[src/design/tlpt_pkg.sv]
package tlpt_pkg;

    // Geometry fixed by the 32-bit, 4 KiB page address split
    localparam int ADDR_W          = 32;
    localparam int DIR_ENTRIES     = 1024;
    localparam int TABLE_ENTRIES   = 1024;
    localparam int TABLE_SLOTS_DEF = 16;
    localparam int PAGE_SHIFT      = 12;
    localparam int DIR_SHIFT       = 22;
    localparam int IDX_W           = $clog2(DIR_ENTRIES);
    localparam int OFF_W           = PAGE_SHIFT;
    localparam int FRAME_W         = ADDR_W - PAGE_SHIFT;

    // Front-to-back queue
    localparam int QUEUE_DEPTH = 2;
    localparam int QPTR_W      = $clog2(QUEUE_DEPTH);
    localparam int QCNT_W      = $clog2(QUEUE_DEPTH + 1);

    // Command codes
    localparam logic [1:0] CMD_TRANSLATE = 2'd0;
    localparam logic [1:0] CMD_MAP       = 2'd1;
    localparam logic [1:0] CMD_UNMAP     = 2'd2;

    // Status codes
    localparam logic [1:0] ST_OK            = 2'd0;
    localparam logic [1:0] ST_NOT_MAPPED    = 2'd1;
    localparam logic [1:0] ST_MISALIGNED    = 2'd2;
    localparam logic [1:0] ST_OUT_OF_TABLES = 2'd3;

    typedef struct packed {
        logic [1:0]        cmd;
        logic [ADDR_W-1:0] virt_addr;
        logic [ADDR_W-1:0] map_phys;
        logic              user_flag;
    } t_in_item;

    typedef struct packed {
        logic [ADDR_W-1:0] phys_addr;
        logic [1:0]        status;
    } t_out_item;

    // Classified operation handed from front to back
    typedef enum logic [2:0] {
        OP_TRANSLATE,
        OP_MAP,
        OP_UNMAP,
        OP_NOP,
        OP_MISALIGNED
    } t_op;

    typedef struct packed {
        t_op                op;
        logic [IDX_W-1:0]   dir_idx;
        logic [IDX_W-1:0]   tab_idx;
        logic [OFF_W-1:0]   offset;
        logic [FRAME_W-1:0] frame;
        logic               user;
    } t_work;

    // Page table entry
    typedef struct packed {
        logic [FRAME_W-1:0] frame;
        logic               user;
        logic               wr;
        logic               present;
    } t_pte;

endpackage

[src/design/tlpt_front.sv]
module tlpt_front (
    input  logic              i_in_valid,
    input  tlpt_pkg::t_in_item i_in_data,
    output logic              o_in_stall,
    input  logic              i_q_full,
    input  logic              i_clearing,
    output logic              o_push,
    output tlpt_pkg::t_work   o_work
);
    import tlpt_pkg::*;

    logic misaligned;

    assign o_in_stall = i_q_full || i_clearing;
    assign o_push     = i_in_valid && !o_in_stall;

    // map needs both addresses page aligned
    assign misaligned = (i_in_data.virt_addr[OFF_W-1:0] != '0) ||
                        (i_in_data.map_phys[OFF_W-1:0] != '0);

    always_comb begin
        o_work.dir_idx = i_in_data.virt_addr[DIR_SHIFT +: IDX_W];
        o_work.tab_idx = i_in_data.virt_addr[PAGE_SHIFT +: IDX_W];
        o_work.offset  = i_in_data.virt_addr[OFF_W-1:0];
        o_work.frame   = i_in_data.map_phys[PAGE_SHIFT +: FRAME_W];
        o_work.user    = i_in_data.user_flag;
        unique case (i_in_data.cmd)
            CMD_TRANSLATE: o_work.op = OP_TRANSLATE;
            CMD_MAP:       o_work.op = misaligned ? OP_MISALIGNED : OP_MAP;
            CMD_UNMAP:     o_work.op = OP_UNMAP;
            default:       o_work.op = OP_NOP;
        endcase
    end

endmodule

[config.mk]
export PLATFORM = sky130hd
export DESIGN_NAME = tlpt_front
export DESIGN_NICKNAME = d
export VERILOG_FILES = /design/src/design/tlpt_pkg.sv /design/src/design/tlpt_front.sv
export SDC_FILE = /design/constraint.sdc
export NUM_CORES = 1
export LEC_CHECK = 0
export BUFFER_PORTS_ARGS = -buffer_cell sky130_fd_sc_hd__buf_2
export CAP_MARGIN = 20
export CORE_ASPECT_RATIO = 1.2
export CORE_MARGIN = 5
export CORE_UTILIZATION = 20
export DETAILED_ROUTE_END_ITERATION = 12
export PLACE_DENSITY = 0.86
export RECOVER_POWER = 25
export SKIP_LAST_GASP = 1
export SYNTH_ARGS = -nofsm -noshare
export SYNTH_HDL_FRONTEND = slang
export SYNTH_SLANG_ARGS = --single-unit
[constraint.sdc]
create_clock -name vclk -period 1.15
set_clock_uncertainty 0.15 [all_clocks]
set_input_delay 0.2875 -clock vclk [all_inputs]
set_output_delay 0.2875 -clock vclk [all_outputs]
set_load 0.02 [all_outputs]
# Word-level counts from Yosys, hierarchy flattened

Index checks and enable logic that the tools add are counted.

Latch bits: 0
Input bits: 70
ROM bits: 0
Logic and storage cells: 11
Memories kept: 0
Register bits: 0
Output and inout bits: 58
Bits in writable memories: 0

Shifts and indexed selects: 0
Bitwise gates (word level): 0
Reductions and logical operators: 7
Add/sub/neg operators: 0
Equality and inequality tests: 2
Magnitude comparators: 0
Multipliers: 0
Muxes and demuxes: 2
Div/mod/pow operators: 0

Operator list:

| kind                                                                   | number |
|---|---|
| 12-bit nonzero test                                                    | 2 |
| 3-bit case mux with 3 select lines                                     | 1 |
| 3-bit two-way mux                                                      | 1 |
| 2-bit by 1-bit equality test with 1-bit output (second input constant) | 1 |
| 2-bit equality test (second input constant)                            | 1 |
| 2-bit zero test                                                        | 1 |
| 1-bit logical OR                                                       | 2 |
| 1-bit logical AND                                                      | 1 |
| 1-bit zero test                                                        | 1 |

# Depth between registers and ports, before layout

Depth in word-level cells: 4
Mapped depth: 3
Gate-level depth less buffers: 3

# Worst setup path before layout

OpenSTA, ideal clock, no wires.

Path type: in2out
Start: input port i_in_data[36] (netlist bit)
End: output port o_work[55] (netlist bit)
Arrival: 1.086 ns
Path buffers: 0
Setup slack: -0.373 ns
Required time: 0.712 ns
Stages on the path: 3
Path through: nor4_1 and4_1 a311oi_1

RTL lines:

| what            | line            | RTL |
|---|---|---|
| start, declared | tlpt_front.sv:3 | `input tlpt_pkg::t_in_item i_in_data,` |
| end, declared   | tlpt_front.sv:8 | `output tlpt_pkg::t_work o_work` |

==> flow_metrics.env <==
export IMPL_crit_buf_inv=2
export IMPL_netlist_area_um2=502
export IMPL_regArea_um2=0
export IMPL_routed_via_density=3.87
export IMPL_die_width_um=55.7
export IMPL_avgSynthCellArea_um2=7.38
export IMPL_endpoint_kind="primary output"
export IMPL_vias=364
export IMPL_grtUsageTotal=0.0600
export IMPL_grt_pass1_vias=384
export IMPL_post_synth_top_area_cell="buf_4"
export IMPL_worstMarginPinSlew_ps=222
export IMPL_drive_gt1_frac=0.951
export IMPL_fin_crit_sh=1.41
export IMPL_relSlewSlack=0.851
export IMPL_leakage_uw=0.000256
export IMPL_peakVddDrop_v=0.000111
export IMPL_multi_input_area_um2=189
export IMPL_power_total_uw=193
export IMPL_syn2layout_area_growth_pct=5.99
export IMPL_place_gp_congestion=0.605
export IMPL_fin_ws_ps=-473
export IMPL_wire_per_inst_um=12.4
export IMPL_start_kind="primary input"
export IMPL_fmax_mhz=616
export IMPL_critPathMaxFanout=2
export IMPL_seq_cell_count=0
export IMPL_rows=20
export IMPL_max_stage_delay_ps=280
export IMPL_die_height_um=64.9
export IMPL_firstDrtPassIters=2
export IMPL_syn_nets=138
export IMPL_start_util=0.203
export IMPL_worstHoldStart="i_in_data[48]"
export IMPL_whs_ps=425
export IMPL_post_route_drc_count=0
export IMPL_ys_seq_area_frac=0
export IMPL_grt_max_degree=4
export IMPL_antenna_found_initial=0
export IMPL_final_common_cell="buf_2"
export IMPL_hp_class="primary input to primary output"
export IMPL_utilization=0.215
export IMPL_nNetsFinal=133
export IMPL_syn_inst=68
export IMPL_clkbuf_count=0
export IMPL_cpMaxStageDelayCell="nor4_4"
export IMPL_dieArea_um2=3610
export IMPL_status="complete, but fails checks"
export IMPL_drt_wl_total_um=1160
export IMPL_required_ps=710
export IMPL_violations="setup timing"
export IMPL_slew_violations=0
export IMPL_synth_cell_types=11
export IMPL_critPathKind="primary input to primary output"
export IMPL_drt_iter0_markers=1
export IMPL_fill_cells=274
export IMPL_overflow=0
export IMPL_cts_hold_buf=0
export IMPL_yosysTopAreaCellShare=0.793
export IMPL_critPathArrivalTime_ps=1190
export IMPL_hold_depth=0
export IMPL_ant_nets=0
export IMPL_cpLargestDelayFamily="simple AND/OR/NAND/NOR gates"
export IMPL_core_um2=2480
export IMPL_setup_violations=4
export IMPL_rsz0062_at_grt="true"
export IMPL_cellPowerDensity_nw_per_um2=363
export IMPL_grt_pass1_wl_um=1770
export IMPL_layout_common_cells="buf_2 (37), buf_6 (7), nor4_4 (5)"
export IMPL_port_buffers=46
export IMPL_antenna_cells=0
export IMPL_holdPathEnd="o_work[36]"
export IMPL_synth_area_top_cells="buf_4 (79%), nor4_1 (5.0%), nor4_2 (5.0%), a22o_1 (1.7%), a311oi_1 (1.7%)"
export IMPL_path_cells="buf_8, nor4_4, and4_4, a311oi_2, buf_4"
export IMPL_max_cap_viol_count=0
export IMPL_io_pins=128
export IMPL_final_hold_violation_count=0
export IMPL_ys_warn_count=0
export IMPL_timing_final_crit_period_ps=1620
export IMPL_post_cts_setup_buffers=0
==> layout make-up <==
| type | instances | share of cell area |
|---|---|---|
| Timing Repair Buffer | 47 | 0.553 |
| Inverter | 2 | 0.0141 |
| Tap cell | 33 | 0.0776 |
| Multi-Input combinational cell | 12 | 0.355 |
==> per-stage QoR <==
step           worst slack, ps  instance area [µm²]  TNS (ps)  std cells
3_3_place_gp              -658                  413     -1560         94
3_5_place_dp              -605                  413     -1470         94
6_report                  -473                  532     -1080         94
2_1_floorplan             -228                  536      -461         68
5_1_grt                   -545                  532     -1240         94
4_1_cts                   -498                  522     -1120         94
==> worst max path at each step <==
stage                   from          to  slack, ps  cells after the start
6_report       i_in_data[33]  o_work[55]       -470                      5
5_1_grt        i_in_data[33]  o_work[55]       -540                      5
3_3_place_gp   i_in_data[34]  o_work[55]       -660                      5
4_1_cts        i_in_data[37]  o_work[55]       -500                      5
2_1_floorplan  i_in_data[10]  o_work[55]       -230                      3
3_5_place_dp   i_in_data[34]  o_work[55]       -600                      5
==> power breakdown <==
| group | switching [µW] | internal [µW] |
|---|---|---|
| Sequential | 0 | 0 |
| Clock | 0 | 0 |
| Combinational | 99.9 | 93.3 |
| Total | 99.9 | 93.3 |
==> synthesized netlist by cell type, drive strengths merged <==
| master | instances |
|---|---|
| a22o | 1 |
| clkbuf | 1 |
| and3 | 1 |
| or2 | 1 |
| inv | 2 |
| and4 | 1 |
| buf | 53 |
| a311oi | 1 |
| nor2 | 1 |
| nor4 | 6 |
==> kinds of logic (layout without fill, tap and decap cells) <==
logic type             Yosys count  after routing  share of synthesized area
buffers and inverters           56             49                      0.815
AO/OA/AOI/OAI                    2              2                     0.0349
AND/OR/NAND/NOR                 10             10                      0.150
==> timing repair <==
item	in CTS	in global routing
endpoints found under the setup margin	4	4
resized for setup	20	2
pin swaps	8	4
hold endpoints to repair	0	0
==> routing by layer <==
layer	global-route usage	wire length (µm)
met1	0.0531	259
met2	0.102	548
met3	0.0259	243
met4	0.0547	111
met5	0	0
(Power assumes the default switching activity.)
