[src/design/tlpt_pkg.sv]
package tlpt_pkg;

    // Geometry fixed by the 32-bit, 4 KiB page address split
    localparam int ADDR_W          = 32;
    localparam int DIR_ENTRIES     = 1024;
    localparam int TABLE_ENTRIES   = 1024;
    localparam int TABLE_SLOTS_DEF = 16;
    localparam int PAGE_SHIFT      = 12;
    localparam int DIR_SHIFT       = 22;
    localparam int IDX_W           = $clog2(DIR_ENTRIES);
    localparam int OFF_W           = PAGE_SHIFT;
    localparam int FRAME_W         = ADDR_W - PAGE_SHIFT;

    // Front-to-back queue
    localparam int QUEUE_DEPTH = 2;
    localparam int QPTR_W      = $clog2(QUEUE_DEPTH);
    localparam int QCNT_W      = $clog2(QUEUE_DEPTH + 1);

    // Command codes
    localparam logic [1:0] CMD_TRANSLATE = 2'd0;
    localparam logic [1:0] CMD_MAP       = 2'd1;
    localparam logic [1:0] CMD_UNMAP     = 2'd2;

    // Status codes
    localparam logic [1:0] ST_OK            = 2'd0;
    localparam logic [1:0] ST_NOT_MAPPED    = 2'd1;
    localparam logic [1:0] ST_MISALIGNED    = 2'd2;
    localparam logic [1:0] ST_OUT_OF_TABLES = 2'd3;

    typedef struct packed {
        logic [1:0]        cmd;
        logic [ADDR_W-1:0] virt_addr;
        logic [ADDR_W-1:0] map_phys;
        logic              user_flag;
    } t_in_item;

    typedef struct packed {
        logic [ADDR_W-1:0] phys_addr;
        logic [1:0]        status;
    } t_out_item;

    // Classified operation handed from front to back
    typedef enum logic [2:0] {
        OP_TRANSLATE,
        OP_MAP,
        OP_UNMAP,
        OP_NOP,
        OP_MISALIGNED
    } t_op;

    typedef struct packed {
        t_op                op;
        logic [IDX_W-1:0]   dir_idx;
        logic [IDX_W-1:0]   tab_idx;
        logic [OFF_W-1:0]   offset;
        logic [FRAME_W-1:0] frame;
        logic               user;
    } t_work;

    // Page table entry
    typedef struct packed {
        logic [FRAME_W-1:0] frame;
        logic               user;
        logic               wr;
        logic               present;
    } t_pte;

endpackage

[src/design/tlpt_fifo.sv]
module tlpt_fifo (
    input  logic            i_clk,
    input  logic            i_rst_n,
    input  logic            i_push,
    input  tlpt_pkg::t_work i_data,
    output logic            o_full,
    input  logic            i_pop,
    output tlpt_pkg::t_work o_data,
    output logic            o_empty
);
    import tlpt_pkg::*;

    t_work             r_mem [QUEUE_DEPTH];
    logic [QPTR_W-1:0] r_wr;
    logic [QPTR_W-1:0] r_rd;
    logic [QCNT_W-1:0] r_count;

    function automatic logic [QPTR_W-1:0] ptr_inc(input logic [QPTR_W-1:0] p);
        return (p == QPTR_W'(QUEUE_DEPTH - 1)) ? '0 : p + 1'b1;
    endfunction

    assign o_full  = (r_count == QCNT_W'(QUEUE_DEPTH));
    assign o_empty = (r_count == '0);
    assign o_data  = r_mem[r_rd];

    always_ff @(posedge i_clk) begin
        if (i_push) begin
            r_mem[r_wr] <= i_data;
        end
    end

    always_ff @(posedge i_clk) begin
        if (!i_rst_n) begin
            r_wr    <= '0;
            r_rd    <= '0;
            r_count <= '0;
        end else begin
            if (i_push) begin
                r_wr <= ptr_inc(r_wr);
            end
            if (i_pop) begin
                r_rd <= ptr_inc(r_rd);
            end
            if (i_push && !i_pop) begin
                r_count <= r_count + 1'b1;
            end else if (i_pop && !i_push) begin
                r_count <= r_count - 1'b1;
            end
        end
    end

endmodule

[config.mk]
export PLATFORM = sky130hd
export DESIGN_NAME = tlpt_fifo
export DESIGN_NICKNAME = d
export VERILOG_FILES = /design/src/design/tlpt_pkg.sv /design/src/design/tlpt_fifo.sv
export SDC_FILE = /design/constraint.sdc
export NUM_CORES = 1
export LEC_CHECK = 0
export ABC_AREA = 1
export BUFFER_PORTS_ARGS = -buffer_cell sky130_fd_sc_hd__buf_2
export CORE_MARGIN = 2
export CORE_UTILIZATION = 56
export DETAILED_ROUTE_END_ITERATION = 10
export PLACE_DENSITY = 0.84
export SKIP_LAST_GASP = 1
export SYNTH_ARGS = -nofsm -noshare
export SYNTH_HDL_FRONTEND = slang
export SYNTH_SLANG_ARGS = --single-unit
[constraint.sdc]
create_clock -name i_clk -period 5.1 [get_ports i_clk]
set_clock_uncertainty 0.1 [all_clocks]
set_input_delay 0.765 -clock i_clk [delete_from_list [all_inputs] [get_ports i_clk]]
set_output_delay 0.765 -clock i_clk [all_outputs]
set_load 0.1 [all_outputs]
* Yosys cells after proc, flatten, opt, wreduce, memory -nomap -nowiden
Memories as Yosys holds them, arrays and structs flattened. A register that Yosys moved wholly into a read port is not among the register bits.
Cells that the tools add are included.
** Storage, ports and cells
- Bits in registers :: 4
- Memory bits (writable) :: 112
- Input port bits :: 60
- Logic and storage cells :: 23
- Memories kept :: 1
** Memory list
- r_mem :: depth 2, bits a word 56, read ports 1, clocked after memory_dff 1, wr ports 1, line tlpt_fifo.sv:13 : t_work r_mem [QUEUE_DEPTH];
** Cells by class
- Add/subtract/negate cells :: 4
- Equal/unequal tests :: 1
- Muxes and demuxes :: 8
- Reduce and logical (&&, ||, !) cells :: 6
** Operator list (number)
- 2-to-1 mux 1 bit :: 6
- 2-to-1 mux 2 bit :: 2
- adder 1 bit (second input constant) :: 2
- adder 2 x 1 -> 2 bit (second input constant) :: 1
- equality test 2 bit (second input constant) :: 1
- logical AND 1 bit :: 2
- logical NOT 1 bit :: 2
- logical NOT 2 bit :: 1
- nonzero test 2 bit :: 1
- subtractor 2 x 1 -> 2 bit (second input constant) :: 1

* Logic depth before layout (Yosys ltp)
Gate-level depths: netlist (run 1).
- Word-level depth :: 4
- Mapped depth :: 8
- Depth with buffers taken out :: 8

* Worst setup path before layout (run 1)
No wires, ideal clock.
- Kind :: input -> register
- Start :: in i_push
- End :: mem r_mem[0][0] (netlist name) (enable)
- Setup time :: 0.471 ns
- Arrival :: 3.155 ns
- Path slack :: 1.373 ns
- Stages :: 2
- Buffers on the path :: 0
- Path through :: inv_1 > nor2_1
** Between the ends
- Cells in the longest elaborated chain, start to end :: 2
** Ends and longest elaborated chain
- start, declared :: line tlpt_fifo.sv:4 : input logic i_push,
- 2-to-1 mux 1 bit :: line tlpt_fifo.sv:27 : if (i_push) begin
- 2-to-1 mux 1 bit (not written as such) :: line tlpt_fifo.sv:28 : r_mem[r_wr] <= i_data;
- end, declared :: line tlpt_fifo.sv:13
Every way passes these cells.

==> key figures, run 1 <==
Placed design
  • Worst slack at placement: roughly 2.5 ns
  • DP Cell Count: 424
  • Final HPWL DP: 4482 um
  • DP Area: between 5000 and 6000 um^2
  • Count of input and output buffers: 117
  • GPL Wtd Cong: around 0.68

Run status
  • Status: finished clean

Die
  • CORE AREA: about 7700 um^2
  • Die footprint: just under 9000 um^2
  • Die W: approximately 93 um
  • # rows: 32
  • Initial Utilization: 57.67%
  • # IOs: ~120
  • Die height: around 93 um

Worst setup path
  • Critical path startpoint category: register
  • CP endpoint kind: primary output
  • Kind of critical path: register to primary output
  • Critical Path AT: about 2.2 ns
  • Max FO, Critical Path: 56
  • Worst EP required: around 4.2 ns

Global routing
  • Vias in the first global route: around 2300
  • Most Crowded Layer GR: met2
  • Initial antenna violation count: 0
  • Total grt overflow: 0
  • Grt met1 use: between 10% and 20%
  • Gr usage total: 17.62%
  • Largest net degree at the start of global routing: 57
  • M3 GR Usage: 7.816%
  • Global-route wire length before repair: ~11000 um
  • Met2 global-route usage: around a third

Power and ir drop
  • Clock share of power: roughly two fifths
  • Lkg Pwr: approximately 2.3 nW
  • Peak supply drop: 0.2926 mV
  • Combinational cell fraction of total power: roughly 18%
  • Power density over cell area: 482.1 nW/um^2
  • Seq pwr share: about two fifths
  • P_int: around 1.9 mW
  • Switching Share: 28.67%
  • Total net switching power: a little under 0.8 mW
  • Total power: ~2.7 mW

Synthesis
  • Synth Instances: ~210
  • Yosys warning count: 0
  • Seq/Total Area, Yosys: approximately four fifths
  • Mapped Nets: 270
  • Syn Std Cell Area: about 4400 um^2
  • Synthesized flop and latch total: between 100 and 150
  • Synth cell types: 14
  • Synth Area per Inst: roughly 21 um^2

Timing
  • Max-slew violation count: 0
  • Worst slew pin tran: 0.9635 ns
  • Slew margin rel.: a little over a third
  • RSZ-0062 raised after global routing: no
  • Highest clock rate: 322.5 MHz
  • Final setup viols: 0
  • Post-layout min period: ~3.1 ns
  • Tcrit/Tclk final: about three fifths
  • Hold Vio Cnt, Final: 0
  • Setup_tns: 0 ns
  • Final worst setup slack: between 1.5 and 2 ns

Clocking
  • Sinks on Clock Net: 117
  • Worst-Skew Late Latency: about 0.49 ns
  • Hold_buf cts: 0
  • CTS tree: built
  • Reg clk slew, reported paths: roughly 0.050 ns
  • Clock Tree Buf Depth: 2
  • Post_cts resized: 0
  • Postcts setup bufs: 0
  • CTS root buffer: clkbuf_8
  • CTS H-tree lvls: 4
  • CTS Buf Count: 17

Run
  • Max-cap violations: 0

Layout
  • Layout Nets: 402
  • Area growth from synthesis to layout: 27.91%
  • Most common cell after layout, fill and taps aside: buf_2
  • Fin cells: ~460
  • Commonest cells after routing, fill and taps aside: buf_2 (117), edfxtp_1 (112), mux2_4 (40), mux2_2 (16), clkbuf_16 (16)
  • Finished layout cell area: 5670 um^2
  • Diodes inserted: 0
  • Layout cells sized above 1: just under 60%

Worst hold path
  • Type of the most critical hold path: input pin to register

Detailed routing
  • Residual DRC: 0
  • Drt pass-1 iters: 4
  • Starting DRT DRC Count: 100
  • Remaining antenna violation count: 0
  • Vias per Instance: just under 5
  • Per-cell routed wire length: 15.55 um
  • Drt total wl: 7075 um
  • Vias: between 2000 and 2500
[layout make-up]
type | count | area, um^2
inverter | 8 | 30.03
clock buffer | 19 | 421.7
clock inverter | 12 | 137.6
tap | 102 | 127.6
fill | 503 | 2017
sequential | 117 | 3467
timing repair buffer | 119 | 600.6
multi-input combinational | 78 | 885.9
[critical path: stages, from the launching register on]
cell and delay, ns:
dfxtp_4 0.97, mux2_2 0.30, buf_2 0.42
[cells by family (layout without fill, tap and decap cells)]
kind of cell	after synthesis	after routing	share of synthesized area, %
AND/OR/NAND/NOR	19	19	1.693
AO/OA/AOI/OAI	2	2	0.2256
multiplexers	56	56	17.61
adder cells (fa/ha/maj)	1	1	0.2822
flip-flops	117	117	78.13
buffers and inverters	14	158	2.060
[path summary, 6_finish.rpt]
kind,cells after the start,slack (ns),end,startpoint
max reg2reg,2,3.26,r_mem[0][6]$_DFFE_PP_,r_wr$_SDFFE_PN0P_
min reg2reg,2,0.41,r_rd$_SDFFE_PN0P_,r_rd$_SDFFE_PN0P_
max,2,2.00,o_data[53],register
min,1,0.36,r_mem[0][23]$_DFFE_PP_,i_data[23]
[state kept, by name (all words and copies together) (netlist names), named ones only]
signal and cells:
r_count 2, r_mem 112, r_rd 1, r_wr 1
[power by group through the flow]
| stage | registers (mW) | clock network [mW] | logic [mW] |
|---|---|---|---|
| after floorplan | 1.14 | 0 | 0.430 |
| after global placement | 1.16 | 0 | 0.482 |
| after detailed placement | 1.16 | 0 | 0.487 |
| after CTS | 1.14 | 1.12 | 0.488 |
| after global routing | 1.15 | 1.17 | 0.501 |
| final | 1.14 | 1.11 | 0.485 |
[metrics by stage]
step / hold WS [ns] / utilization (%)
floorplan: 0.3635 / -
global placement: 0.3745 / 66.49
detailed placement: 0.3933 / 66.49
CTS: 0.3371 / 73.76
global route: 0.3251 / 73.76
finish: 0.3593 / 73.76
[synth_stat cells]
cell type	n	area, um^2
a21oi_1	1	5.000
inv_1	8	30.03
o21ai_0	1	5.000
ha_1	1	12.51
edfxtp_1	112	3363
nand2_1	8	30.03
nand4_1	1	6.260
dfxtp_1	5	100.1
buf_6	5	56.30
nor2_1	9	33.78
nand3_1	1	5.000
mux2_4	40	600.6
mux2_2	16	180.2
buf_2	1	5.000
[metal layers]
layer / vias to the layer above / part of all wire [%]
met1: 1082 / 38
met4: 0 / 0.76
met5: - / 0
met2: 78 / 54
met3: 5 / 6.9
li1: 1073 / -
Note: power is estimated with default switching activity, not from simulation.
==> run 2: changes to the inputs <==
--- a/config.mk
+++ b/config.mk
@@ -5,12 +5,12 @@
 export SDC_FILE = /design/constraint.sdc
 export NUM_CORES = 1
 export LEC_CHECK = 0
-export ABC_AREA = 1
+export ABC_AREA = 0
 export BUFFER_PORTS_ARGS = -buffer_cell sky130_fd_sc_hd__buf_2
 export CORE_MARGIN = 2
-export CORE_UTILIZATION = 56
+export CORE_UTILIZATION = 51
 export DETAILED_ROUTE_END_ITERATION = 10
-export PLACE_DENSITY = 0.84
+export PLACE_DENSITY = 0.78
 export SKIP_LAST_GASP = 1
 export SYNTH_ARGS = -nofsm -noshare
 export SYNTH_HDL_FRONTEND = slang
==> constraint.sdc (replaced) <==
create_clock -name i_clk -period 3 [get_ports i_clk]
set_clock_uncertainty 0.1 [all_clocks]
set_input_delay 0.45 -clock i_clk [delete_from_list [all_inputs] [get_ports i_clk]]
set_output_delay 0.45 -clock i_clk [all_outputs]
set_load 0.1 [all_outputs]
==> run 2 against run 1 <==
Compared with the run above:
- total power rose by 69%
- final cell count fell by 1.5%
- flip-flop and latch count did not move
- utilization fell by 6.2 points
- combinational power rose by 92%
- wire length rose by 2.0%
- register-to-register slack got worse by 1.9 ns
- die area rose by 5.5%
- sequential power rose by 68%
- first-iteration DRC count fell by 21%
- largest power group unchanged
- synthesized cell count fell by 6.2%
==> key figures, run 2 <==
Placed design
  • GPL Wtd Cong: between 0.6 and 0.7
  • Worst slack at placement: 1.063 ns
  • Final HPWL DP: 4675 um
  • Count of input and output buffers: ~120
  • DP Area: 4990 um^2

Timing
  • Final worst setup slack: roughly 0.57 ns
  • Hold WS: ~0.04 ns
  • Final setup viols: 0
  • Worst slew pin tran: around 0.58 ns
  • Max-slew violation count: 0
  • Setup_tns: 0 ns
  • Post-layout min period: ~2.4 ns
  • Tcrit/Tclk final: 81.12%
  • RSZ-0062 raised after global routing: no
  • Highest clock rate: around 410 MHz
  • Hold Vio Cnt, Final: 0
  • Slew margin rel.: between 60 and 70%

Detailed routing
  • Starting DRT DRC Count: 79
  • Per-cell routed wire length: approximately 16 um
  • Drt total wl: about 7000 um
  • Vias: roughly 2200
  • Drt pass-1 iters: 4
  • Remaining antenna violation count: 0
  • Residual DRC: 0
  • Vias per Instance: 4.913

Clocking
  • Sinks on Clock Net: between 100 and 150
  • Worst-Skew Late Latency: 0.49 ns
  • CTS H-tree lvls: 4
  • Hold_buf cts: 0
  • CTS tree: built
  • Reg clk slew, reported paths: approximately 0.050 ns
  • Postcts setup bufs: 0
  • CTS Buf Count: 17
  • CTS root buffer: clkbuf_8
  • Clock Tree Buf Depth: 2
  • Post_cts resized: 0

Worst setup path
  • CP cell instances: buf_4 -> mux2_2 -> buf_2
  • Slowest stage delay, CP: 0.39 ns
  • CP endpoint kind: primary output
  • Top Family by Delay on Critical Path: buffers and inverters
  • Max FO, Critical Path: 31
  • Critical Path AT: approximately 1.9 ns
  • Critical path startpoint category: register
  • Worst EP required: approximately 2.5 ns
  • Kind of critical path: register to primary output
  • Crit-path slowest cell: mux2_2
  • Worst Path Buf+Inv: 2

Die
  • Die W: about 96 um
  • # rows: 33
  • CORE AREA: between 8000 and 9000 um^2
  • # IOs: ~120
  • Die footprint: ~9000 um^2
  • Die height: 95.51 um
  • Initial Utilization: between 50% and 60%

Synthesis
  • Top-count cell post-synth: edfxtp_1
  • Synth Instances: 196
  • Synth top cells by count: edfxtp_1 (112), mux2_2 (56), dfxtp_1 (5)
  • Synth Area per Inst: ~22 um^2
  • Top FF cell, synth: edfxtp_1
  • Post-synth EDFFs: 112
  • Asr flop ratio synth: 0%
  • Synthesized flop and latch total: 117
  • Synth cell types: 18
  • Share of the synthesized area in the top cell type: approximately four fifths
  • Mapped Nets: 257
  • Yosys warning count: 0
  • Synth area leader: edfxtp_1
  • Ranking of synthesized cells by area: edfxtp_1 (79%), mux2_2 (15%), dfxtp_1 (2.3%), buf_6 (1.1%), and2_1 (0.59%)
  • Syn Std Cell Area: between 4000 and 5000 um^2
  • Seq/Total Area, Yosys: 81.10%

Global routing
  • Gr usage total: between 10% and 20%
  • Largest net degree at the start of global routing: 38
  • Initial antenna violation count: 0
  • Vias in the first global route: 2282
  • Global-route wire length before repair: around 11000 um
  • Total grt overflow: 0

Run
  • Max-cap violations: 0

Power and ir drop
  • Peak supply drop: about 0.5 mV
  • Lkg Pwr: 2.111 nW
  • Power density over cell area: approximately 840 nW/um^2

Layout
  • Area growth from synthesis to layout: 29.39%
  • Max FFs per register: ~110
  • Layout Nets: ~390
  • Layout cells sized above 1: between 60% and 70%
  • Diodes inserted: 0
  • Register name with the most flops: r_mem
  • Biggest regs: r_mem (112), r_count (2)
  • Final Core Density: 67.58%
  • Commonest cells after routing, fill and taps aside: buf_2 (117), edfxtp_1 (112), mux2_2 (56), clkbuf_16 (16)
  • Most common cell after layout, fill and taps aside: buf_2
  • Finished layout cell area: between 5000 and 6000 um^2

Worst hold path
  • Type of the most critical hold path: input pin to register

Run status
  • Status: finished clean
## run 2: area by class of cell
type / count / area (um^2)
tap: 105 / 131.4
multi-input combinational: 72 / 754.5
sequential: 117 / 3465
clock buffer: 19 / 421.7
fill: 584 / 2650
timing repair buffer: 122 / 635.6
inverter: 1 / 3.754
clock inverter: 12 / 113.9
## run 2: power by group
group | internal, mW | total (mW) | switching (mW)
logic | 0.180 | 0.930 | 0.750
registers | 1.89 | 1.91 | 0.0234
clock network | 1.16 | 1.79 | 0.630
total | 3.22 | 4.63 | 1.40
## run 2: worst register-to-register path: stages (launching register included)
cell and delay (ns):
dfxtp_1 0.38, and2_2 0.55, buf_12 0.30
## run 2: final timing paths
kind	from	endpoint	slack [ns]	cells after the start
worst max-delay path	register	o_data[24]	0.57	3
worst min-delay path	i_data[1]	r_mem[0][1]$_DFFE_PP_	0.04	1
worst max register to register	r_wr$_SDFFE_PN0P_	r_mem[1][41]$_DFFE_PP_	1.35	2
worst min register to register	r_count[1]$_SDFFE_PN0P_	r_count[1]$_SDFFE_PN0P_	0.40	2
## run 2: per-layer routing
layer	track usage, %	routed length (um)
met1	18.78	2962
met2	27.64	3754
met3	5.771	408
met4	9.405	89
met5	0	0
## run 2: cells by family (layout without fill, tap and decap cells)
logic type	after synthesis	after routing	share of synthesized area, %
AO/OA/AOI/OAI	3	3	0.4688
flip-flops	117	117	81.10
adder cells (fa/ha/maj)	1	1	0.2930
AND/OR/NAND/NOR	9	9	1.318
XOR/XNOR	3	3	0.6154
multiplexers	56	56	14.77
buffers and inverters	7	154	1.435
## run 2: stage by stage
step | instances | power, mW
finish | 448 | 4.628
global route | 448 | 4.790
CTS | 448 | 4.685
detailed placement | 417 | 2.879
global placement | 417 | 2.867
floorplan | 196 | 2.730
